`config.mk`:
```
export PLATFORM = sky130hd
export DESIGN_NAME = indexed_list_store
export DESIGN_NICKNAME = d
export VERILOG_FILES = /design/src/rtl/ils_pkg.sv /design/src/rtl/ils_seq.sv /design/src/rtl/ils_dp.sv /design/src/rtl/indexed_list_store.sv
export SDC_FILE = /design/constraint.sdc
export NUM_CORES = 1
export LEC_CHECK = 0
export BUFFER_PORTS_ARGS = -buffer_cell sky130_fd_sc_hd__clkbuf_2
export CAP_MARGIN = 15
export CORE_MARGIN = 5
export CORE_UTILIZATION = 50
export CTS_BUF_LIST = sky130_fd_sc_hd__clkbuf_2
export CTS_CLUSTER_DIAMETER = 50
export CTS_CLUSTER_SIZE = 40
export DETAILED_ROUTE_END_ITERATION = 8
export GPL_TIMING_DRIVEN = 0
export HOLD_SLACK_MARGIN = 0.08
export PLACE_DENSITY = 0.64
export SLEW_MARGIN = 15
export SYNTH_ARGS = -nofsm -noshare
export SYNTH_HDL_FRONTEND = slang
export SYNTH_HIERARCHICAL = 1
export SYNTH_SLANG_ARGS = --single-unit
```
`constraint.sdc`:
```
create_clock -name clk -period 9.5 [get_ports clk]
set_input_delay 1.9 -clock clk [delete_from_list [all_inputs] [get_ports clk]]
set_output_delay 1.9 -clock clk [all_outputs]
set_load 0.005 [all_outputs]
```
`src/rtl/ils_pkg.sv`:
```
package ils_pkg;

    // Default sizes and the capacity loaded at reset.
    localparam int DEPTH_DEF      = 16;
    localparam int ITEM_WIDTH_DEF = 8;
    localparam int CAP_RESET      = 10;

    localparam int CMD_W  = 3;
    localparam int ST_W   = 3;
    localparam int STEP_W = 5;

    // Command codes.
    localparam logic [CMD_W-1:0] CMD_APPEND = CMD_W'(0);
    localparam logic [CMD_W-1:0] CMD_READ   = CMD_W'(1);
    localparam logic [CMD_W-1:0] CMD_WRITE  = CMD_W'(2);
    localparam logic [CMD_W-1:0] CMD_SEARCH = CMD_W'(3);
    localparam logic [CMD_W-1:0] CMD_INSERT = CMD_W'(4);
    localparam logic [CMD_W-1:0] CMD_DELETE = CMD_W'(5);

    // Status codes.
    localparam logic [ST_W-1:0] ST_OK       = ST_W'(0);
    localparam logic [ST_W-1:0] ST_EMPTY    = ST_W'(1);
    localparam logic [ST_W-1:0] ST_OOB      = ST_W'(2);
    localparam logic [ST_W-1:0] ST_FULL     = ST_W'(3);
    localparam logic [ST_W-1:0] ST_NOTFOUND = ST_W'(4);

    // Microprogram addresses.
    localparam logic [STEP_W-1:0] STP_IDLE     = STEP_W'(0);
    localparam logic [STEP_W-1:0] STP_DISPATCH = STEP_W'(1);
    localparam logic [STEP_W-1:0] STP_A0       = STEP_W'(2);
    localparam logic [STEP_W-1:0] STP_A1       = STEP_W'(3);
    localparam logic [STEP_W-1:0] STP_R0       = STEP_W'(4);
    localparam logic [STEP_W-1:0] STP_R1       = STEP_W'(5);
    localparam logic [STEP_W-1:0] STP_R2       = STEP_W'(6);
    localparam logic [STEP_W-1:0] STP_W0       = STEP_W'(7);
    localparam logic [STEP_W-1:0] STP_W1       = STEP_W'(8);
    localparam logic [STEP_W-1:0] STP_W2       = STEP_W'(9);
    localparam logic [STEP_W-1:0] STP_S0       = STEP_W'(10);
    localparam logic [STEP_W-1:0] STP_S1       = STEP_W'(11);
    localparam logic [STEP_W-1:0] STP_S2       = STEP_W'(12);
    localparam logic [STEP_W-1:0] STP_S3       = STEP_W'(13);
    localparam logic [STEP_W-1:0] STP_S4       = STEP_W'(14);
    localparam logic [STEP_W-1:0] STP_I0       = STEP_W'(15);
    localparam logic [STEP_W-1:0] STP_I1       = STEP_W'(16);
    localparam logic [STEP_W-1:0] STP_I2       = STEP_W'(17);
    localparam logic [STEP_W-1:0] STP_I3       = STEP_W'(18);
    localparam logic [STEP_W-1:0] STP_I4       = STEP_W'(19);
    localparam logic [STEP_W-1:0] STP_D0       = STEP_W'(20);
    localparam logic [STEP_W-1:0] STP_D1       = STEP_W'(21);
    localparam logic [STEP_W-1:0] STP_D2       = STEP_W'(22);
    localparam logic [STEP_W-1:0] STP_D3       = STEP_W'(23);
    localparam logic [STEP_W-1:0] STP_D4       = STEP_W'(24);
    localparam logic [STEP_W-1:0] STP_E_EMPTY  = STEP_W'(25);
    localparam logic [STEP_W-1:0] STP_E_OOB    = STEP_W'(26);
    localparam logic [STEP_W-1:0] STP_E_FULL   = STEP_W'(27);
    localparam logic [STEP_W-1:0] STP_FIN      = STEP_W'(28);

    // Sequencing modes.
    localparam logic [1:0] SQ_NEXT     = 2'd0;
    localparam logic [1:0] SQ_DISPATCH = 2'd1;
    localparam logic [1:0] SQ_WAIT_IN  = 2'd2;
    localparam logic [1:0] SQ_FINISH   = 2'd3;

    // Branch conditions.
    localparam logic [3:0] C_NEVER        = 4'd0;
    localparam logic [3:0] C_ALWAYS       = 4'd1;
    localparam logic [3:0] C_FULL         = 4'd2;
    localparam logic [3:0] C_EMPTY        = 4'd3;
    localparam logic [3:0] C_IDX_GE_CNT   = 4'd4;
    localparam logic [3:0] C_IDX_GT_CNT   = 4'd5;
    localparam logic [3:0] C_HIT          = 4'd6;
    localparam logic [3:0] C_MATCH_OR_END = 4'd7;
    localparam logic [3:0] C_RPTR_GE_CNT  = 4'd8;
    localparam logic [3:0] C_WPTR_LE_IDX1 = 4'd9;

    // Datapath selects and pointer operations.
    localparam logic       RA_RPTR = 1'b0;
    localparam logic       RA_IDX  = 1'b1;
    localparam logic [1:0] WA_WPTR = 2'd0;
    localparam logic [1:0] WA_IDX  = 2'd1;
    localparam logic [1:0] WA_CNT  = 2'd2;
    localparam logic       WD_VAL   = 1'b0;
    localparam logic       WD_RDATA = 1'b1;

    localparam logic [2:0] RP_HOLD   = 3'd0;
    localparam logic [2:0] RP_INC    = 3'd1;
    localparam logic [2:0] RP_DEC    = 3'd2;
    localparam logic [2:0] RP_ZERO   = 3'd3;
    localparam logic [2:0] RP_CNT_M1 = 3'd4;
    localparam logic [2:0] RP_IDX_P1 = 3'd5;

    localparam logic [2:0] WP_HOLD = 3'd0;
    localparam logic [2:0] WP_INC  = 3'd1;
    localparam logic [2:0] WP_DEC  = 3'd2;
    localparam logic [2:0] WP_CNT  = 3'd3;
    localparam logic [2:0] WP_IDX  = 3'd4;

    localparam logic [1:0] CNT_HOLD = 2'd0;
    localparam logic [1:0] CNT_INC  = 2'd1;
    localparam logic [1:0] CNT_DEC  = 2'd2;

    // One microinstruction. An all-zero word does nothing and falls through.
    typedef struct packed {
        logic [1:0]        seq_mode;
        logic [3:0]        cond;
        logic              cond_inv;
        logic [STEP_W-1:0] target;
        logic              re;
        logic              ra_sel;
        logic              we;
        logic [1:0]        wa_sel;
        logic              wd_sel;
        logic [2:0]        rp_op;
        logic [2:0]        wp_op;
        logic [1:0]        cnt_op;
        logic              st_we;
        logic [ST_W-1:0]   st_val;
        logic              data_we;
        logic              cmp_we;
        logic              clr;
        logic              out_ld;
    } ctl_word_t;

    // Conditions reported by the datapath to the sequencer.
    typedef struct packed {
        logic [CMD_W-1:0] cmd;
        logic             full;
        logic             empty;
        logic             idx_ge_cnt;
        logic             idx_gt_cnt;
        logic             hit;
        logic             match_or_end;
        logic             rptr_ge_cnt;
        logic             wptr_le_idx1;
        logic             out_free;
    } dp_flags_t;

    function automatic logic [STEP_W-1:0] dispatch_entry(input logic [CMD_W-1:0] cmd);
        logic [STEP_W-1:0] s;
        case (cmd)
            CMD_APPEND: s = STP_A0;
            CMD_READ:   s = STP_R0;
            CMD_WRITE:  s = STP_W0;
            CMD_SEARCH: s = STP_S0;
            CMD_INSERT: s = STP_I0;
            CMD_DELETE: s = STP_D0;
            default:    s = STP_FIN;
        endcase
        return s;
    endfunction

    // The microprogram.
    function automatic ctl_word_t ucode_rom(input logic [STEP_W-1:0] step);
        ctl_word_t w;
        w = '0;
        case (step)
            STP_IDLE:
            begin
                w.seq_mode = SQ_WAIT_IN;
                w.clr      = 1'b1;
                w.st_we    = 1'b1;
                w.st_val   = ST_OK;
            end
            STP_DISPATCH:
            begin
                w.seq_mode = SQ_DISPATCH;
            end
            STP_A0:
            begin
                w.cond   = C_FULL;
                w.target = STP_E_FULL;
            end
            STP_A1:
            begin
                w.we     = 1'b1;
                w.wa_sel = WA_CNT;
                w.wd_sel = WD_VAL;
                w.cnt_op = CNT_INC;
                w.cond   = C_ALWAYS;
                w.target = STP_FIN;
            end
            STP_R0, STP_W0, STP_D0:
            begin
                w.cond   = C_EMPTY;
                w.target = STP_E_EMPTY;
            end
            STP_R1:
            begin
                w.cond   = C_IDX_GE_CNT;
                w.target = STP_E_OOB;
                w.re     = 1'b1;
                w.ra_sel = RA_IDX;
            end
            STP_R2:
            begin
                w.data_we = 1'b1;
                w.cond    = C_ALWAYS;
                w.target  = STP_FIN;
            end
            STP_W1:
            begin
                w.cond   = C_IDX_GE_CNT;
                w.target = STP_E_OOB;
            end
            STP_W2:
            begin
                w.we     = 1'b1;
                w.wa_sel = WA_IDX;
                w.wd_sel = WD_VAL;
                w.cond   = C_ALWAYS;
                w.target = STP_FIN;
            end
            STP_S0:
            begin
                w.cond   = C_EMPTY;
                w.target = STP_E_EMPTY;
                w.rp_op  = RP_ZERO;
            end
            STP_S1:
            begin
                w.re     = 1'b1;
                w.ra_sel = RA_RPTR;
                w.rp_op  = RP_INC;
            end
            STP_S2:
            begin
                w.cmp_we   = 1'b1;
                w.re       = 1'b1;
                w.ra_sel   = RA_RPTR;
                w.rp_op    = RP_INC;
                w.cond     = C_MATCH_OR_END;
                w.cond_inv = 1'b1;
                w.target   = STP_S2;
            end
            STP_S3:
            begin
                w.cond   = C_HIT;
                w.target = STP_FIN;
            end
            STP_S4:
            begin
                w.clr    = 1'b1;
                w.st_we  = 1'b1;
                w.st_val = ST_NOTFOUND;
                w.cond   = C_ALWAYS;
                w.target = STP_FIN;
            end
            STP_I0:
            begin
                w.cond   = C_IDX_GT_CNT;
                w.target = STP_E_OOB;
            end
            STP_I1:
            begin
                w.cond   = C_FULL;
                w.target = STP_E_FULL;
                w.wp_op  = WP_CNT;
                w.rp_op  = RP_CNT_M1;
            end
            STP_I2:
            begin
                w.cond   = C_IDX_GE_CNT;
                w.target = STP_I4;
                w.re     = 1'b1;
                w.ra_sel = RA_RPTR;
                w.rp_op  = RP_DEC;
            end
            STP_I3:
            begin
                w.we       = 1'b1;
                w.wa_sel   = WA_WPTR;
                w.wd_sel   = WD_RDATA;
                w.wp_op    = WP_DEC;
                w.re       = 1'b1;
                w.ra_sel   = RA_RPTR;
                w.rp_op    = RP_DEC;
                w.cond     = C_WPTR_LE_IDX1;
                w.cond_inv = 1'b1;
                w.target   = STP_I3;
            end
            STP_I4:
            begin
                w.we     = 1'b1;
                w.wa_sel = WA_IDX;
                w.wd_sel = WD_VAL;
                w.cnt_op = CNT_INC;
                w.cond   = C_ALWAYS;
                w.target = STP_FIN;
            end
            STP_D1:
            begin
                w.cond   = C_IDX_GE_CNT;
                w.target = STP_E_OOB;
                w.wp_op  = WP_IDX;
                w.rp_op  = RP_IDX_P1;
            end
            STP_D2:
            begin
                w.cond   = C_RPTR_GE_CNT;
                w.target = STP_D4;
                w.re     = 1'b1;
                w.ra_sel = RA_RPTR;
                w.rp_op  = RP_INC;
            end
            STP_D3:
            begin
                w.we       = 1'b1;
                w.wa_sel   = WA_WPTR;
                w.wd_sel   = WD_RDATA;
                w.wp_op    = WP_INC;
                w.re       = 1'b1;
                w.ra_sel   = RA_RPTR;
                w.rp_op    = RP_INC;
                w.cond     = C_RPTR_GE_CNT;
                w.cond_inv = 1'b1;
                w.target   = STP_D3;
            end
            STP_D4:
            begin
                w.cnt_op = CNT_DEC;
                w.cond   = C_ALWAYS;
                w.target = STP_FIN;
            end
            STP_E_EMPTY:
            begin
                w.st_we  = 1'b1;
                w.st_val = ST_EMPTY;
                w.cond   = C_ALWAYS;
                w.target = STP_FIN;
            end
            STP_E_OOB:
            begin
                w.st_we  = 1'b1;
                w.st_val = ST_OOB;
                w.cond   = C_ALWAYS;
                w.target = STP_FIN;
            end
            STP_E_FULL:
            begin
                w.st_we  = 1'b1;
                w.st_val = ST_FULL;
                w.cond   = C_ALWAYS;
                w.target = STP_FIN;
            end
            STP_FIN:
            begin
                w.seq_mode = SQ_FINISH;
                w.out_ld   = 1'b1;
            end
            default:
            begin
                w.cond   = C_ALWAYS;
                w.target = STP_IDLE;
            end
        endcase
        return w;
    endfunction

endpackage

```
`src/rtl/ils_seq.sv`:
```
// Microprogram sequencer: step counter, control store and branch logic.
module ils_seq (
    input  logic                              clk,
    input  logic                              rst_n,
    input  logic                              accept,
    input  ils_pkg::dp_flags_t                flags,
    output ils_pkg::ctl_word_t                ctl,
    output logic                              busy
);

    logic [ils_pkg::STEP_W-1:0] step_reg;
    logic [ils_pkg::STEP_W-1:0] step_next;
    logic                       cond_val;
    logic                       taken;

    assign ctl  = ils_pkg::ucode_rom(step_reg);
    assign busy = (step_reg != ils_pkg::STP_IDLE);

    always_comb
    begin
        case (ctl.cond)
            ils_pkg::C_ALWAYS:       cond_val = 1'b1;
            ils_pkg::C_FULL:         cond_val = flags.full;
            ils_pkg::C_EMPTY:        cond_val = flags.empty;
            ils_pkg::C_IDX_GE_CNT:   cond_val = flags.idx_ge_cnt;
            ils_pkg::C_IDX_GT_CNT:   cond_val = flags.idx_gt_cnt;
            ils_pkg::C_HIT:          cond_val = flags.hit;
            ils_pkg::C_MATCH_OR_END: cond_val = flags.match_or_end;
            ils_pkg::C_RPTR_GE_CNT:  cond_val = flags.rptr_ge_cnt;
            ils_pkg::C_WPTR_LE_IDX1: cond_val = flags.wptr_le_idx1;
            default:                 cond_val = 1'b0;
        endcase
        taken = cond_val ^ ctl.cond_inv;
    end

    always_comb
    begin
        case (ctl.seq_mode)
            ils_pkg::SQ_WAIT_IN:
                step_next = accept ? ils_pkg::STP_DISPATCH : step_reg;
            ils_pkg::SQ_DISPATCH:
                step_next = ils_pkg::dispatch_entry(flags.cmd);
            ils_pkg::SQ_FINISH:
                step_next = flags.out_free ? ils_pkg::STP_IDLE : step_reg;
            default:
                step_next = taken ? ctl.target : step_reg + ils_pkg::STEP_W'(1);
        endcase
    end

    always_ff @(posedge clk or negedge rst_n)
    begin
        if (!rst_n)
        begin
            step_reg <= ils_pkg::STP_IDLE;
        end
        else
        begin
            step_reg <= step_next;
        end
    end

endmodule

```
`src/rtl/ils_dp.sv`:
```
// Datapath: entry memory, pointers, count, capacity and result registers.
module ils_dp #(
    parameter int DEPTH      = ils_pkg::DEPTH_DEF,
    parameter int ITEM_WIDTH = ils_pkg::ITEM_WIDTH_DEF,
    localparam int CNT_W     = $clog2(DEPTH + 1),
    localparam int POS_W     = $clog2(DEPTH)
) (
    input  logic                      clk,
    input  logic                      rst_n,
    input  ils_pkg::ctl_word_t        ctl,
    input  logic                      accept,
    input  logic [ils_pkg::CMD_W-1:0] cmd_in,
    input  logic [CNT_W-1:0]          index_in,
    input  logic [ITEM_WIDTH-1:0]     value_in,
    input  logic                      cfg_we,
    input  logic [CNT_W-1:0]          cfg_data,
    output ils_pkg::dp_flags_t        flags,
    input  logic                      rsp_stall,
    output logic                      rsp_valid,
    output logic [ils_pkg::ST_W-1:0]  rsp_status,
    output logic [ITEM_WIDTH-1:0]     rsp_data,
    output logic [POS_W-1:0]          rsp_position,
    output logic [CNT_W-1:0]          rsp_count,
    output logic                      rsp_is_empty,
    output logic                      rsp_is_full
);

    localparam int CAP_RST = (ils_pkg::CAP_RESET > DEPTH) ? DEPTH : ils_pkg::CAP_RESET;
    localparam logic [CNT_W-1:0] DEPTH_C = CNT_W'(DEPTH);
    localparam logic [CNT_W-1:0] ONE_C   = CNT_W'(1);

    logic [ITEM_WIDTH-1:0] mem [DEPTH];

    logic [ils_pkg::CMD_W-1:0] cmd_reg;
    logic [CNT_W-1:0]          idx_reg;
    logic [ITEM_WIDTH-1:0]     val_reg;
    logic [ITEM_WIDTH-1:0]     rdata_reg;
    logic [ITEM_WIDTH-1:0]     data_reg;
    logic [POS_W-1:0]          pos_reg;
    logic                      hit_reg;

    logic [CNT_W-1:0]          cap_reg, cap_next;
    logic [CNT_W-1:0]          count_reg, count_next;
    logic [CNT_W-1:0]          rptr_reg, rptr_next;
    logic [CNT_W-1:0]          wptr_reg, wptr_next;
    logic [ils_pkg::ST_W-1:0]  status_reg, status_next;
    logic                      rsp_valid_reg, rsp_valid_next;

    logic [ils_pkg::ST_W-1:0]  rsp_status_reg;
    logic [ITEM_WIDTH-1:0]     rsp_data_reg;
    logic [POS_W-1:0]          rsp_pos_reg;
    logic [CNT_W-1:0]          rsp_count_reg;
    logic                      rsp_empty_reg;
    logic                      rsp_full_reg;

    logic [CNT_W-1:0]          cap_eff;
    logic                      full;
    logic                      match;
    logic                      out_free;
    logic                      load;
    logic [CNT_W-1:0]          rptr_m1;
    logic [CNT_W:0]            idx_p1_wide;
    logic [POS_W-1:0]          raddr;
    logic [POS_W-1:0]          waddr;
    logic [ITEM_WIDTH-1:0]     wdata;

    // A capacity of zero acts as one, and anything above the depth as the depth.
    always_comb
    begin
        if (cap_reg == '0)
        begin
            cap_eff = ONE_C;
        end
        else if (cap_reg > DEPTH_C)
        begin
            cap_eff = DEPTH_C;
        end
        else
        begin
            cap_eff = cap_reg;
        end
    end

    assign full        = (count_reg >= cap_eff);
    assign match       = (rdata_reg == val_reg);
    assign out_free    = !rsp_valid_reg || !rsp_stall;
    assign load        = ctl.out_ld && out_free;
    assign rptr_m1     = rptr_reg - ONE_C;
    assign idx_p1_wide = {1'b0, idx_reg} + (CNT_W + 1)'(1);

    always_comb
    begin
        flags.cmd          = cmd_reg;
        flags.full         = full;
        flags.empty        = (count_reg == '0);
        flags.idx_ge_cnt   = (idx_reg >= count_reg);
        flags.idx_gt_cnt   = (idx_reg > count_reg);
        flags.hit          = hit_reg;
        flags.match_or_end = match || (rptr_reg >= count_reg);
        flags.rptr_ge_cnt  = (rptr_reg >= count_reg);
        flags.wptr_le_idx1 = ({1'b0, wptr_reg} <= idx_p1_wide);
        flags.out_free     = out_free;
    end

    assign raddr = (ctl.ra_sel == ils_pkg::RA_IDX) ? idx_reg[POS_W-1:0] : rptr_reg[POS_W-1:0];
    assign wdata = (ctl.wd_sel == ils_pkg::WD_RDATA) ? rdata_reg : val_reg;

    always_comb
    begin
        case (ctl.wa_sel)
            ils_pkg::WA_IDX: waddr = idx_reg[POS_W-1:0];
            ils_pkg::WA_CNT: waddr = count_reg[POS_W-1:0];
            default:         waddr = wptr_reg[POS_W-1:0];
        endcase
    end

    always_comb
    begin
        case (ctl.rp_op)
            ils_pkg::RP_INC:    rptr_next = rptr_reg + ONE_C;
            ils_pkg::RP_DEC:    rptr_next = rptr_m1;
            ils_pkg::RP_ZERO:   rptr_next = '0;
            ils_pkg::RP_CNT_M1: rptr_next = count_reg - ONE_C;
            ils_pkg::RP_IDX_P1: rptr_next = idx_p1_wide[CNT_W-1:0];
            default:            rptr_next = rptr_reg;
        endcase
    end

    always_comb
    begin
        case (ctl.wp_op)
            ils_pkg::WP_INC: wptr_next = wptr_reg + ONE_C;
            ils_pkg::WP_DEC: wptr_next = wptr_reg - ONE_C;
            ils_pkg::WP_CNT: wptr_next = count_reg;
            ils_pkg::WP_IDX: wptr_next = idx_reg;
            default:         wptr_next = wptr_reg;
        endcase
    end

    always_comb
    begin
        case (ctl.cnt_op)
            ils_pkg::CNT_INC: count_next = count_reg + ONE_C;
            ils_pkg::CNT_DEC: count_next = count_reg - ONE_C;
            default:          count_next = count_reg;
        endcase
    end

    assign cap_next       = cfg_we ? cfg_data : cap_reg;
    assign status_next    = ctl.st_we ? ctl.st_val : status_reg;
    assign rsp_valid_next = load || (rsp_valid_reg && rsp_stall);

    // Entry memory: one write port, one registered read port.
    always_ff @(posedge clk)
    begin
        if (ctl.we)
        begin
            mem[waddr] <= wdata;
        end
        if (ctl.re)
        begin
            rdata_reg <= mem[raddr];
        end
    end

    always_ff @(posedge clk or negedge rst_n)
    begin
        if (!rst_n)
        begin
            cap_reg       <= CNT_W'(CAP_RST);
            count_reg     <= '0;
            status_reg    <= ils_pkg::ST_OK;
            rsp_valid_reg <= 1'b0;
        end
        else
        begin
            cap_reg       <= cap_next;
            count_reg     <= count_next;
            status_reg    <= status_next;
            rsp_valid_reg <= rsp_valid_next;
        end
    end

    always_ff @(posedge clk)
    begin
        rptr_reg <= rptr_next;
        wptr_reg <= wptr_next;
        if (accept)
        begin
            cmd_reg <= cmd_in;
            idx_reg <= index_in;
            val_reg <= value_in;
        end
        if (ctl.clr)
        begin
            data_reg <= '0;
            pos_reg  <= '0;
            hit_reg  <= 1'b0;
        end
        else
        begin
            if (ctl.data_we)
            begin
                data_reg <= rdata_reg;
            end
            if (ctl.cmp_we)
            begin
                pos_reg <= rptr_m1[POS_W-1:0];
                hit_reg <= match;
            end
        end
        if (load)
        begin
            rsp_status_reg <= status_reg;
            rsp_data_reg   <= data_reg;
            rsp_pos_reg    <= hit_reg ? pos_reg : '0;
            rsp_count_reg  <= count_reg;
            rsp_empty_reg  <= (count_reg == '0);
            rsp_full_reg   <= full;
        end
    end

    assign rsp_valid    = rsp_valid_reg;
    assign rsp_status   = rsp_status_reg;
    assign rsp_data     = rsp_data_reg;
    assign rsp_position = rsp_pos_reg;
    assign rsp_count    = rsp_count_reg;
    assign rsp_is_empty = rsp_empty_reg;
    assign rsp_is_full  = rsp_full_reg;

endmodule

```
`src/rtl/indexed_list_store.sv`:
```
// Read, write and append words run a short path through the microprogram; search, insert
// and delete walk the list and run longer the more entries they visit. One word is handled
// at a time: the next word is taken once the previous result is stored in the output register.
// The walk over the list is set by the single read port of the entry memory, one entry a cycle.
// Reset clears the entry count, sets the capacity to 10 (DEPTH if less) and empties the
// output register; the entry memory is not cleared, so there is no clearing pass after reset.
module indexed_list_store #(
    parameter int DEPTH      = ils_pkg::DEPTH_DEF,
    parameter int ITEM_WIDTH = ils_pkg::ITEM_WIDTH_DEF,
    localparam int CNT_W     = $clog2(DEPTH + 1),
    localparam int POS_W     = $clog2(DEPTH)
) (
    input  logic                      clk,
    input  logic                      rst_n,

    // Command channel.
    input  logic                      cmd_valid,
    output logic                      cmd_stall,
    input  logic [ils_pkg::CMD_W-1:0] cmd,
    input  logic [CNT_W-1:0]          index,
    input  logic [ITEM_WIDTH-1:0]     value,

    // Result channel.
    output logic                      rsp_valid,
    input  logic                      rsp_stall,
    output logic [ils_pkg::ST_W-1:0]  status,
    output logic [ITEM_WIDTH-1:0]     data,
    output logic [POS_W-1:0]          position,
    output logic [CNT_W-1:0]          count,
    output logic                      is_empty,
    output logic                      is_full,

    // Capacity register write port.
    input  logic                      cfg_valid,
    output logic                      cfg_ready,
    input  logic [CNT_W-1:0]          capacity_limit
);

    // The sequencer steps through a short microprogram for each command word. Each
    // step drives the datapath (memory read and write, pointer updates, count update,
    // status capture) and may branch on a condition that the datapath reports.
    // Shifts for insert and delete are pipelined: the word read in one step is
    // written one place up or down in the next, while the following word is read.
    // Results are held in an output register, so the sequencer only waits at its
    // final step when a previous result has not yet been taken.

    ils_pkg::ctl_word_t ctl;
    ils_pkg::dp_flags_t flags;
    logic               busy;
    logic               accept;
    logic               cfg_we;

    // Always writable: the user must write only while the block is idle; it is not enforced.
    assign cfg_ready = 1'b1;
    assign cfg_we    = cfg_valid && cfg_ready;

    // A new command word is taken only while the sequencer sits in its idle step.
    assign cmd_stall = busy;
    assign accept    = cmd_valid && !cmd_stall;

    ils_seq u_seq (
        .clk    (clk),
        .rst_n  (rst_n),
        .accept (accept),
        .flags  (flags),
        .ctl    (ctl),
        .busy   (busy)
    );

    ils_dp #(
        .DEPTH      (DEPTH),
        .ITEM_WIDTH (ITEM_WIDTH)
    ) u_dp (
        .clk          (clk),
        .rst_n        (rst_n),
        .ctl          (ctl),
        .accept       (accept),
        .cmd_in       (cmd),
        .index_in     (index),
        .value_in     (value),
        .cfg_we       (cfg_we),
        .cfg_data     (capacity_limit),
        .flags        (flags),
        .rsp_stall    (rsp_stall),
        .rsp_valid    (rsp_valid),
        .rsp_status   (status),
        .rsp_data     (data),
        .rsp_position (position),
        .rsp_count    (count),
        .rsp_is_empty (is_empty),
        .rsp_is_full  (is_full)
    );

    // Taking a word moves the sequencer out of its idle step.
    a_accept_busy: assert property (@(posedge clk) disable iff (!rst_n)
        accept |=> cmd_stall)
        else $error("sequencer stayed idle after taking a command word");

    // A new result appears only at the end of a command's microprogram.
    a_result_after_work: assert property (@(posedge clk) disable iff (!rst_n)
        $rose(rsp_valid) |-> $past(cmd_stall))
        else $error("result appeared without a command in progress");

    // A refusal for lack of room is only given when the list is full.
    a_full_status: assert property (@(posedge clk) disable iff (!rst_n)
        (rsp_valid && (status == ils_pkg::ST_FULL)) |-> is_full)
        else $error("full status reported on a list that is not full");

    // An empty status is only given when the list holds no entries.
    a_empty_status: assert property (@(posedge clk) disable iff (!rst_n)
        (rsp_valid && (status == ils_pkg::ST_EMPTY)) |-> (is_empty && (count == '0)))
        else $error("empty status reported on a list that holds entries");

endmodule
```
==> impl_metrics.json <==
{
  "status": "finished, final reports clean",
  "reg2regPathDepth": 13,
  "end_kind": "output pin",
  "top_level_ports": 51,
  "grt_pass1_wl_mm": 38.4,
  "largest_reg_flops": 128,
  "firstDrtPassIters": 5,
  "start_util": 0.508,
  "grt_overflow": 0,
  "final_cell_mix": "edfxtp_1, mux2i_1, clkbuf_2, nor2_1, nand2_1",
  "rows": 53,
  "cts_tree": "done",
  "drt-initial-drc-count": 607,
  "finClkSkew_ns": 0.136,
  "ir_drop_mv": 0.102,
  "powerDensity_mw_per_mm2": 309,
  "min_period_over_period": 0.452,
  "dieArea_mm2": 0.0245,
  "drc": 0,
  "clockPowerShare": 0.125,
  "drive_above_1_share": 0.152,
  "power.internal_mw": 2.06,
  "nNetsFinal": 1012,
  "cts.repair.resized": 0,
  "syn2layout_area_growth_pct": 8.16,
  "wirelength_mm": 24.5,
  "cts_buffer_depth": 3,
  "cp_max_fo": 10,
  "synth_nets": 937,
  "layout_commonest_cell": "edfxtp_1",
  "relSlewSlack": 0.333,
  "fillerInstances": 1830,
  "p_switching_mw": 1.52,
  "port_buffers": 49,
  "syn_area_per_cell_um2": 12.3,
  "path_clk_slew_ns": 0.28,
  "hold_slack_ns": 0.369,
  "num_vias": 7074,
  "power_mw": 3.58,
  "gp_congestion": 0.876,
  "die_h_um": 156,
  "htreeDepth": 1,
  "antenna_found_initial": 1,
  "max-cap-violations": 0,
  "min_path_type": "flop to flop",
  "p_sw_frac": 0.424,
  "finalMaxSlewViolations": 0,
  "core_area_mm2": 0.0211,
  "dpl.hpwl_mm": 17.2,
  "clock_latency_ns": 0.88,
  "seqPwrFrac": 0.385,
  "die_w_um": 156,
  "hold_buffers": 0,
  "rrSetupSlack_ns": 5.25,
  "tns_ns": 0,
  "p_leak_nw": 4.34,
  "fin_crit_ns": 4.30,
  "rsz0062_at_grt": "no",
  "avgRoutedWirePerCell_um": 19.7,
  "min-delay-start": "u_dp/data_reg[6]",
  "start_kind": "flop",
  "slowest_stage": "or4b_4",
  "vias_per_cell": 5.70,
  "fmax_ghz": 0.233,
  "setup_viol": 0,
  "cts_sinks": 216,
  "grt_max_degree": 23,
  "syn_inst": 874,
  "tightest_slew_ns": 0.999,
  "track_usage": 0.200,
  "crit_path_start": "u_seq/step_reg[1]",
  "cp.arrival_ns": 2.40,
  "crit_chain": "inv_1 -> ha_1 -> buf_4 -> or4b_4 -> buf_6 -> clkbuf_2",
  "cts_root_buf": "clkbuf_2",
  "postCtsSetupRepairBufs": 0,
  "yosys_warnings": 6,
  "comb_power_share": 0.490,
  "path_class": "flop to output pin",
  "cp_data_required_time_ns": 7.60,
  "grt_pass1_vias": 6844,
  "synth_area_mm2": 0.0107,
  "crit_path_end": "cmd_stall",
  "ant_nets": 0,
  "cts_buffers": 23,
  "slowest_delay_ns": 0.47,
  "hold_viol": 0,
  "worst_r2r_endpoint": "u_dp/mem[2][4]",
  "r2r_start": "u_seq/step_reg[3]",
  "regMostFlops": "u_dp/mem"
}
[critical path: cells and delay by family (launching register included)]
family        cells  cell delay [ns]
fa+ha+maj         1             0.15
buf+inv           4             0.57
flops             1             0.46
simple gates      1             0.47
[power by group through the flow]
stage,Combinational (mW),Sequential (mW),Clock [mW]
final,1.75,1.38,0.447
after global routing,1.92,1.40,0.501
after CTS,1.74,1.38,0.465
after detailed placement,1.74,1.40,0
after global placement,1.72,1.40,0
after floorplan,1.31,1.35,0
[per-stage QoR]
stage                     instance area (um2)  setup slack, ns  utilization  instances
after detailed placement                11300             5.24        0.536       1198
after floorplan                         10700             6.23            -        874
after CTS                               11600             5.12        0.549       1240
final                                   11600             5.20        0.549       1242
after global routing                    11600             4.88        0.549       1242
after global placement                  11300             5.30        0.536       1198
[layer usage]
layer	routed length, um	part of all wire	GRT usage
met3	1590	0.065	0.0268
met4	381	0.016	0.0409
met5	0	0	0
met1	11600	0.47	0.302
met2	10900	0.45	0.313
[how the worst min path moves through the flow]
stage          slack (ns)                to  depth (start not counted)
6_report             0.37  u_dp/rsp_data[6]                          0
3_3_place_gp         0.42  u_dp/rsp_data[6]                          0
3_5_place_dp         0.42  u_dp/rsp_data[4]                          0
4_1_cts              0.36  u_dp/rsp_data[6]                          0
2_1_floorplan        0.41  u_dp/rsp_data[0]                          0
5_1_grt              0.36  u_dp/rsp_data[6]                          0
[area by class of cell]
| cell class | instances | area, um2 | share of cell area |
|---|---|---|---|
| diodes | 1 | 2.50 | 0.000216 |
| clock buffers | 26 | 130 | 0.0112 |
| multi-input cells | 580 | 4060 | 0.351 |
| inverters | 33 | 124 | 0.0107 |
| flip-flops and latches | 216 | 6260 | 0.541 |
| plain buffers | 45 | 260 | 0.0225 |
| well taps | 275 | 344 | 0.0297 |
| repair buffers | 50 | 260 | 0.0225 |
| clock inverters | 16 | 138 | 0.0119 |
Note: power is estimated with default switching activity, not from simulation.
